### src/rtl/core/lkv_pkg.sv
package lkv_pkg;

    localparam int ENTRIES = 16;
    localparam int IDX_W   = $clog2(ENTRIES);
    localparam int CNT_W   = IDX_W + 1;
    localparam int AGE_W   = IDX_W;
    localparam int KEY_W   = 32;
    localparam int VAL_W   = 32;
    localparam int CAP_W   = 5;

    localparam logic KIND_GET = 1'b0;
    localparam logic KIND_PUT = 1'b1;

    typedef logic [IDX_W-1:0] idx_t;
    typedef logic [CNT_W-1:0] cnt_t;
    typedef logic [AGE_W-1:0] age_t;
    typedef logic [KEY_W-1:0] key_t;
    typedef logic [VAL_W-1:0] val_t;
    typedef logic [ENTRIES-1:0][AGE_W-1:0] age_vec_t;
    typedef logic [ENTRIES-1:0] valid_vec_t;

    // Outcome of one pass over the store
    typedef struct packed {
        logic found;
        idx_t found_idx;
        idx_t lru_idx;
        idx_t lru2_idx;
        idx_t free_idx;
    } scan_res_t;

    // One write into the key and value memories
    typedef struct packed {
        logic key_en;
        logic val_en;
        idx_t addr;
        key_t key;
        val_t value;
    } store_wr_t;

endpackage

### src/rtl/core/lkv_store.sv
module lkv_store (
    input  logic               aclk,
    input  lkv_pkg::idx_t      rd_addr,
    output lkv_pkg::key_t      rd_key,
    output lkv_pkg::val_t      rd_val,
    input  lkv_pkg::store_wr_t wr
);
    import lkv_pkg::*;

    key_t key_mem [ENTRIES];
    val_t val_mem [ENTRIES];
    key_t rd_key_reg;
    val_t rd_val_reg;

    always_ff @(posedge aclk) begin
        if (wr.key_en) begin
            key_mem[wr.addr] <= wr.key;
        end
        if (wr.val_en) begin
            val_mem[wr.addr] <= wr.value;
        end
        rd_key_reg <= key_mem[rd_addr];
        rd_val_reg <= val_mem[rd_addr];
    end

    assign rd_key = rd_key_reg;
    assign rd_val = rd_val_reg;

endmodule

### src/rtl/core/lkv_scan.sv
module lkv_scan (
    input  logic                aclk,
    input  logic                aresetn,
    input  logic                start,
    input  lkv_pkg::key_t       key,
    input  lkv_pkg::key_t       rd_key,
    input  lkv_pkg::valid_vec_t valid,
    input  lkv_pkg::age_vec_t   age,
    input  lkv_pkg::cnt_t       count,
    output lkv_pkg::idx_t       rd_addr,
    output logic                done,
    output lkv_pkg::scan_res_t  res
);
    import lkv_pkg::*;

    localparam idx_t LAST_IDX = IDX_W'(ENTRIES - 1);

    logic      active_reg, active_next;
    idx_t      issue_idx_reg, issue_idx_next;
    logic      cmp_vld_reg, cmp_vld_next;
    idx_t      cmp_idx_reg, cmp_idx_next;
    logic      done_reg, done_next;
    logic      free_ok_reg, free_ok_next;
    scan_res_t res_reg, res_next;
    cnt_t      age_ext;

    always_comb begin
        active_next    = active_reg;
        issue_idx_next = issue_idx_reg;
        cmp_vld_next   = active_reg;
        cmp_idx_next   = issue_idx_reg;
        done_next      = cmp_vld_reg && (cmp_idx_reg == LAST_IDX);
        free_ok_next   = free_ok_reg;
        res_next       = res_reg;
        age_ext        = {1'b0, age[cmp_idx_reg]};

        if (start) begin
            active_next    = 1'b1;
            issue_idx_next = '0;
            free_ok_next   = 1'b0;
            res_next.found = 1'b0;
        end else if (active_reg) begin
            issue_idx_next = issue_idx_reg + 1'b1;
            active_next    = (issue_idx_reg != LAST_IDX);
        end

        // Shared compare: one stored entry per cycle
        if (cmp_vld_reg) begin
            if (valid[cmp_idx_reg]) begin
                if (!res_reg.found && rd_key == key) begin
                    res_next.found     = 1'b1;
                    res_next.found_idx = cmp_idx_reg;
                end
                if (age_ext + 1'b1 == count) begin
                    res_next.lru_idx = cmp_idx_reg;
                end
                if (age_ext + CNT_W'(2) == count) begin
                    res_next.lru2_idx = cmp_idx_reg;
                end
            end else if (!free_ok_reg) begin
                free_ok_next      = 1'b1;
                res_next.free_idx = cmp_idx_reg;
            end
        end
    end

    always_ff @(posedge aclk) begin
        if (!aresetn) begin
            active_reg    <= 1'b0;
            issue_idx_reg <= '0;
            cmp_vld_reg   <= 1'b0;
            cmp_idx_reg   <= '0;
            done_reg      <= 1'b0;
            free_ok_reg   <= 1'b0;
            res_reg.found <= 1'b0;
        end else begin
            active_reg    <= active_next;
            issue_idx_reg <= issue_idx_next;
            cmp_vld_reg   <= cmp_vld_next;
            cmp_idx_reg   <= cmp_idx_next;
            done_reg      <= done_next;
            free_ok_reg   <= free_ok_next;
            res_reg.found <= res_next.found;
        end
        res_reg.found_idx <= res_next.found_idx;
        res_reg.lru_idx   <= res_next.lru_idx;
        res_reg.lru2_idx  <= res_next.lru2_idx;
        res_reg.free_idx  <= res_next.free_idx;
    end

    assign rd_addr = issue_idx_reg;
    assign done    = done_reg;
    assign res     = res_reg;

endmodule

### src/rtl/core/lru_key_value_cache_core.sv
// Sequence: the scan loop compares each stored entry in turn (16 entries, one key memory
//   read each), then the matched value is read and the update presents the result.
// One item at a time: s_tready is high only in idle; the update waits on m_tready.
// Reset: synchronous, active-low aresetn clears all valid bits, ages, the entry count and
//   the output register, and sets capacity to 16; key and value memories are not cleared.
module lru_key_value_cache_core (
    input  logic                                      aclk,
    input  logic                                      aresetn,
    // input channel
    input  logic                                      s_tvalid,
    output logic                                      s_tready,
    input  logic [lkv_pkg::KEY_W+lkv_pkg::VAL_W-1:0]  s_tdata,  // key[31:0], value[63:32]
    input  logic                                      s_tuser,  // kind (0 get, 1 put)
    // result channel
    output logic                                      m_tvalid,
    input  logic                                      m_tready,
    output logic [lkv_pkg::VAL_W-1:0]                 m_tdata,  // read_value[31:0]
    output logic                                      m_tuser,  // hit
    // capacity register
    input  logic                                      cfg_wr_en,
    input  logic [lkv_pkg::CAP_W-1:0]                 cfg_wr_data
);
    import lkv_pkg::*;

    localparam logic [1:0] S_IDLE   = 2'd0;
    localparam logic [1:0] S_SCAN   = 2'd1;
    localparam logic [1:0] S_READ   = 2'd2;
    localparam logic [1:0] S_UPDATE = 2'd3;

    logic [1:0]       state_reg, state_next;
    logic [CAP_W-1:0] cap_reg;
    logic             kind_reg;
    key_t             key_reg;
    val_t             val_reg;
    valid_vec_t       valid_reg, valid_next;
    age_vec_t         age_reg, age_next;
    cnt_t             cnt_reg, cnt_next;
    logic             m_valid_reg;
    logic             m_hit_reg;
    val_t             m_data_reg;

    logic      accept;
    logic      scan_done;
    idx_t      scan_addr;
    idx_t      rd_addr;
    key_t      rd_key;
    val_t      rd_val;
    scan_res_t res;
    store_wr_t wr;

    logic      out_free;
    logic      upd_fire;
    cnt_t      eff_cap;
    age_t      touch_age;
    logic      do_touch;
    logic      do_inc_all;
    logic      do_insert;
    logic      do_evict;
    idx_t      ins_idx;
    idx_t      ev_idx;
    logic      put_hit;

    assign s_tready = (state_reg == S_IDLE);
    assign accept   = s_tvalid && s_tready;
    assign out_free = !m_valid_reg || m_tready;
    assign upd_fire = (state_reg == S_UPDATE) && out_free;

    // Read the matched entry's value after the scan and hold it while the update waits;
    // otherwise follow the scan pointer
    assign rd_addr = (state_reg == S_READ || state_reg == S_UPDATE) ? res.found_idx
                                                                    : scan_addr;

    lkv_scan u_scan (
        .aclk    (aclk),
        .aresetn (aresetn),
        .start   (accept),
        .key     (key_reg),
        .rd_key  (rd_key),
        .valid   (valid_reg),
        .age     (age_reg),
        .count   (cnt_reg),
        .rd_addr (scan_addr),
        .done    (scan_done),
        .res     (res)
    );

    lkv_store u_store (
        .aclk    (aclk),
        .rd_addr (rd_addr),
        .rd_key  (rd_key),
        .rd_val  (rd_val),
        .wr      (wr)
    );

    // Clamp capacity into 1..ENTRIES
    always_comb begin
        priority if (cap_reg == '0) begin
            eff_cap = CNT_W'(1);
        end else if (CNT_W'(cap_reg) > CNT_W'(ENTRIES)) begin
            eff_cap = CNT_W'(ENTRIES);
        end else begin
            eff_cap = CNT_W'(cap_reg);
        end
    end

    // Decide what this item does to the recency state
    always_comb begin
        touch_age  = age_reg[res.found_idx];
        put_hit    = (kind_reg == KIND_PUT) && res.found;
        do_touch   = res.found;
        do_inc_all = 1'b0;
        do_insert  = 1'b0;
        do_evict   = 1'b0;
        ins_idx    = res.free_idx;
        ev_idx     = res.lru_idx;
        cnt_next   = cnt_reg;

        if (kind_reg == KIND_PUT && res.found) begin
            // A touched LRU entry hands the LRU role to the next oldest
            if (cnt_reg > eff_cap) begin
                do_evict = 1'b1;
                cnt_next = cnt_reg - 1'b1;
                if ({1'b0, touch_age} + 1'b1 == cnt_reg) begin
                    ev_idx = res.lru2_idx;
                end
            end
        end else if (kind_reg == KIND_PUT) begin
            do_inc_all = 1'b1;
            do_insert  = 1'b1;
            if (cnt_reg == CNT_W'(ENTRIES)) begin
                // Full store: replace the LRU entry in place
                ins_idx = res.lru_idx;
            end else if (cnt_reg + 1'b1 > eff_cap) begin
                do_evict = 1'b1;
            end else begin
                cnt_next = cnt_reg + 1'b1;
            end
        end
    end

    always_comb begin
        valid_next = valid_reg;
        age_next   = age_reg;
        for (int j = 0; j < ENTRIES; j++) begin
            if (do_touch && valid_reg[j] && age_reg[j] < touch_age) begin
                age_next[j] = age_reg[j] + 1'b1;
            end
            if (do_inc_all && valid_reg[j]) begin
                age_next[j] = age_reg[j] + 1'b1;
            end
            if (do_insert && IDX_W'(j) == ins_idx) begin
                age_next[j]   = '0;
                valid_next[j] = 1'b1;
            end
            if (do_touch && IDX_W'(j) == res.found_idx) begin
                age_next[j] = '0;
            end
            if (do_evict && IDX_W'(j) == ev_idx) begin
                age_next[j]   = '0;
                valid_next[j] = 1'b0;
            end
        end
    end

    always_comb begin
        wr.key_en = upd_fire && do_insert;
        wr.val_en = upd_fire && (do_insert || put_hit);
        wr.addr   = put_hit ? res.found_idx : ins_idx;
        wr.key    = key_reg;
        wr.value  = val_reg;
    end

    // Sequencer: scan, fetch the matched value, then update and present the result
    always_comb begin
        state_next = state_reg;
        unique case (state_reg)
            S_IDLE: begin
                if (accept) begin
                    state_next = S_SCAN;
                end
            end
            S_SCAN: begin
                if (scan_done) begin
                    state_next = S_READ;
                end
            end
            S_READ: begin
                state_next = S_UPDATE;
            end
            S_UPDATE: begin
                if (out_free) begin
                    state_next = S_IDLE;
                end
            end
            default: begin
                state_next = S_IDLE;
            end
        endcase
    end

    always_ff @(posedge aclk) begin
        if (!aresetn) begin
            state_reg   <= S_IDLE;
            cap_reg     <= CAP_W'(ENTRIES);
            valid_reg   <= '0;
            age_reg     <= '0;
            cnt_reg     <= '0;
            m_valid_reg <= 1'b0;
        end else begin
            state_reg <= state_next;
            if (cfg_wr_en) begin
                cap_reg <= cfg_wr_data;
            end
            if (upd_fire) begin
                valid_reg   <= valid_next;
                age_reg     <= age_next;
                cnt_reg     <= cnt_next;
                m_valid_reg <= 1'b1;
            end else if (m_tready) begin
                m_valid_reg <= 1'b0;
            end
        end
    end

    // Payload: latch the transaction and the result
    always_ff @(posedge aclk) begin
        if (accept) begin
            kind_reg <= s_tuser;
            key_reg  <= s_tdata[KEY_W-1:0];
            val_reg  <= s_tdata[KEY_W+VAL_W-1:KEY_W];
        end
        if (upd_fire) begin
            m_hit_reg <= res.found;
            if (kind_reg == KIND_PUT) begin
                m_data_reg <= val_reg;
            end else if (res.found) begin
                m_data_reg <= rd_val;
            end else begin
                m_data_reg <= '0;
            end
        end
    end

    assign m_tvalid = m_valid_reg;
    assign m_tdata  = m_data_reg;
    assign m_tuser  = m_hit_reg;

endmodule
### config.mk
export PLATFORM = sky130hd
export DESIGN_NAME = lru_key_value_cache_core
export DESIGN_NICKNAME = d
export VERILOG_FILES = /design/src/rtl/core/lkv_pkg.sv /design/src/rtl/core/lkv_store.sv /design/src/rtl/core/lkv_scan.sv /design/src/rtl/core/lru_key_value_cache_core.sv
export SDC_FILE = /design/constraint.sdc
export NUM_CORES = 2
export LEC_CHECK = 0
export ABC_AREA = 1
export BUFFER_PORTS_ARGS = -buffer_cell sky130_fd_sc_hd__buf_2
export CAP_MARGIN = 20
export CORE_ASPECT_RATIO = 0.6
export CORE_MARGIN = 4
export CORE_UTILIZATION = 45
export DETAILED_ROUTE_END_ITERATION = 12
export HOLD_SLACK_MARGIN = 0.05
export PLACE_DENSITY = 0.64
export SYNTH_ARGS = -nofsm -noshare
export SYNTH_HDL_FRONTEND = slang
export SYNTH_SLANG_ARGS = --single-unit
### constraint.sdc
create_clock -name aclk -period 5 [get_ports aclk]
set_clock_uncertainty 0.15 [all_clocks]
set_input_delay 1.25 -clock aclk [delete_from_list [all_inputs] [get_ports aclk]]
set_output_delay 1.25 -clock aclk [all_outputs]
set_load 0.005 [all_outputs]
==> metrics <==
outcome completed; crit path cell chain inv_1 > buf_4 > nand2_1 > nand2_1 > nand2_1 > nand2_1 > inv_1 > nand2_1 > ha_1 > a21oi_1 > o21ai_0 > nor2_1 > nand3_1 > nor2_4 > nand3_4 > nand2_1 > nand3_2 > nor2_2 > nand2_1 > nand2_2 > nand2_2 > nand2_1 > nand2_1 > nor2_1; initial antenna violation count 4; number of enable-type register cells in the synthesized netlist 1,138; die area 0.127 mm^2; Skew-Pair Late Insertion Delay 0.75 ns; Critical Path Sink age_reg[52]; logic depth of the worst setup path including buffers 24; floorplan die height 278 um; detailed placer's ending HPWL 89.0 mm; period utilisation layout 83.5%; Vias per Instance 5.86; dpl cells 6,289; worst path buffer plus inverter count 3; element type at the critical path start flop; top achievable clock speed 0.239 GHz; distinct cell type count after synthesis 44; final standard cell count with taps included and fillers excluded 6,512; clock transition at the registers of the reported paths 0.07 ns; floorplan core area 0.120 mm^2; fraction of layout instances using a drive strength above 1 9.60%; routed wire length 156 mm; most frequent cell on the critical path nand2_1; Total Power 28.6 mW; R2R Path Start u_scan.res[13]; relative slew slack 26.0%; synthesized flop and latch total 1,308; total internal power 19.4 mW; Resized Gates After CTS 0; post-synthesis instance area 0.0547 mm^2; final cell utilization of the core 51.1%; crit-path max FO 13; worst-case hold slack 0.329 ns; residual antenna-violating net count after detailed routing 0; buffers added on ports 109; area share of the leading cell type in the synthesized netlist 62.5%; standard-cell rows 98; synthesis-to-layout area growth 12.0%; CP startpoint u_scan.res[13]; vias after detailed routing 38,100; post-detailed-route wirelength per cell 23.9 um; maximum number of pins on one net before global-route repair 199; flip-flop cell with the highest count after synthesis edfxtp_1; worst vdd ir 420 uV; number of fill cells in the layout 10,400; path category of the worst min-delay check reg -> reg; clock tree from TritonCTS done; violation count after the first detailed-routing iteration 5,191; switching component of the power 9.15 mW; combinational share of power 21.5%; Worst path max stage delay 0.40 ns; number of warnings issued by yosys 0; Final Setup Violations 0; synthesized instance count 4,757; setup repair after global routing missed its margin false; sequential cell area fraction in the yosys report 68.7%; PwrDens 467 mW/mm^2; number of post-CTS setup repair buffers 0; initial standard-cell utilization of the core 45.6%; endpoint type of the worst setup path flop; mean post-synth cell area 11.5 um^2; first-pass detailed-route iteration total 6; boundary pin count 110; final sum of negative setup slack 0 ns; number of buffers created by CTS 116; aggregate global routing overflow 0; worst r2r path cells 24; endpoints failing hold 0; post-synth top area cell edfxtp_1; clock power share 31.3%; number of nets in the synthesized netlist 4,917; leakage dissipation 21.0 nW; transition at the pin with the smallest max-transition slack 1.11 ns; category of the most critical setup path reg -> reg; Reg2Reg Setup Slack 0.82 ns; Die X-Extent 458 um; clock sink count 1,308; net total in the final layout 4,967; vias in the first global route 35,200; number of max-slew violations in the final report 0; time the worst path needs with I/O delays and setup 4.18 ns; Switching Fraction 32.0%; all-layer global routing usage 23.9%; buffer cell driving the clock tree root clkbuf_16; Routability Congestion 0.968; sequential power share 47.2%; # H-tree levels 3; commonest cells in the netlist edfxtp_1 (1,138), nor2_1 (743), nand2_1 (633); most common cell in the netlist edfxtp_1; library cell contributing the largest single delay on the critical path inv_1; worst endpoint data arrival time 4.67 ns; crit-path leading delay family simple AND/OR/NAND/NOR gates; buffers from clock root to sink, at most 3; endpoint required time on the critical path 5.49 ns; first-pass GRT wire length 231 mm; async set-or-reset flop fraction in the synthesized netlist 0%; hold_buf cts 0; top cells by area in the synthesized netlist edfxtp_1 (62%), dfxtp_1 (6.2%), o21ai_0 (5.7%), nor2_1 (5.1%), nand2_1 (4.3%); # DRC 0; critical register-to-register path endpoint age_reg[52]; max-cap viol count 0
worst min path at each step:
stage / start / end / slack (ns) / depth (start not counted)
floorplan: u_scan.res[16] / m_tuser / 0.25 / 0
global route: u_scan.rd_addr[0] / u_scan.cmp_idx_reg[0] / 0.35 / 2
detailed placement: u_scan.free_ok_reg / u_scan.free_ok_reg / 0.32 / 2
finish: u_scan.rd_addr[0] / u_scan.cmp_idx_reg[0] / 0.33 / 2
CTS: u_scan.free_ok_reg / u_scan.free_ok_reg / 0.33 / 2
global placement: u_scan.free_ok_reg / u_scan.free_ok_reg / 0.29 / 2
worst reg2reg max path, stage by stage (launching register included):
cell,delay [ns]
edfxtp_1,0.38
inv_1,0.40
buf_4,0.25
nand2_1,0.07
nand2_1,0.06
nand2_1,0.05
nand2_1,0.12
inv_1,0.05
nand2_1,0.11
ha_1,0.26
a21oi_1,0.13
o21ai_0,0.09
nor2_1,0.11
nand3_1,0.12
nor2_4,0.25
nand3_4,0.15
nand2_1,0.10
nand3_2,0.09
nor2_2,0.36
nand2_1,0.30
nand2_2,0.21
nand2_2,0.07
nand2_1,0.09
nand2_1,0.05
nor2_1,0.11
final cells by class:
cell class	count	area [um^2]	area share [%]
clock inverters	73	687	1.12
diodes	5	12.5	0.0204
well taps	1600	2000	3.27
repair buffers	208	1580	2.58
inverters	195	763	1.25
clock buffers	145	3050	4.99
flip-flops and latches	1308	37600	61.4
multi-input cells	2978	15600	25.4
power by group through the flow:
stage                     clock [mW]  sequential [mW]  combinational, mW
after floorplan                    0             13.5               4.00
after global placement             0             13.7               6.00
after detailed placement           0             13.7               6.06
after CTS                       9.11             13.5               6.09
after global routing            9.56             13.6               6.77
final                           8.96             13.5               6.14
placed cells by master (no fill, tap or decap), drive strengths merged, types with 2 or more instances in the layout:
| cell | n |
|---|---|
| bufinv | 10 |
| xnor2 | 20 |
| o21ai | 631 |
| clkinv | 56 |
| or2 | 3 |
| nor2 | 755 |
| nand4 | 17 |
| a21oi | 118 |
| edfxtp | 1138 |
| ha | 85 |
| o21bai | 14 |
| xor2 | 32 |
| buf | 208 |
| a211oi | 13 |
| nor4 | 4 |
| o22ai | 72 |
| a2111oi | 2 |
| o211ai | 66 |
| clkinvlp | 6 |
| nand3 | 205 |
| a22o | 4 |
| nand2 | 663 |
| a22oi | 4 |
| o2111ai | 4 |
| diode | 5 |
| o221ai | 199 |
| dfxtp | 170 |
| clkbuf | 145 |
| nor3 | 61 |
| inv | 196 |
cells by family (layout without fill, tap and decap cells):
group | Yosys count | count (layout) | share of synthesized area, %
AO/OA/AOI/OAI | 1133 | 1133 | 12.5
XOR/XNOR | 52 | 52 | 0.833
adder cells (fa/ha/maj) | 85 | 85 | 1.94
buffers and inverters | 471 | 621 | 3.35
flip-flops | 1308 | 1308 | 68.7
other | 0 | 5 | 0
AND/OR/NAND/NOR | 1708 | 1708 | 12.7
routing by layer:
| metal | GRT usage, % | routed length (um) |
|---|---|---|
| met5 | 0 | 0 |
| met4 | 5.85 | 3460 |
| met3 | 6.74 | 18100 |
| met2 | 32.4 | 63100 |
| met1 | 37.4 | 71200 |
per-stage QoR:
step | worst slack (ns) | cell area (um^2)
2_1_floorplan | 0.336 | 54700
3_5_place_dp | 0.918 | 57500
5_1_grt | 0.479 | 61200
4_1_cts | 0.933 | 61200
6_report | 0.824 | 61200
3_3_place_gp | 0.972 | 57500
No activity file was read; power rests on OpenSTA's default activity.
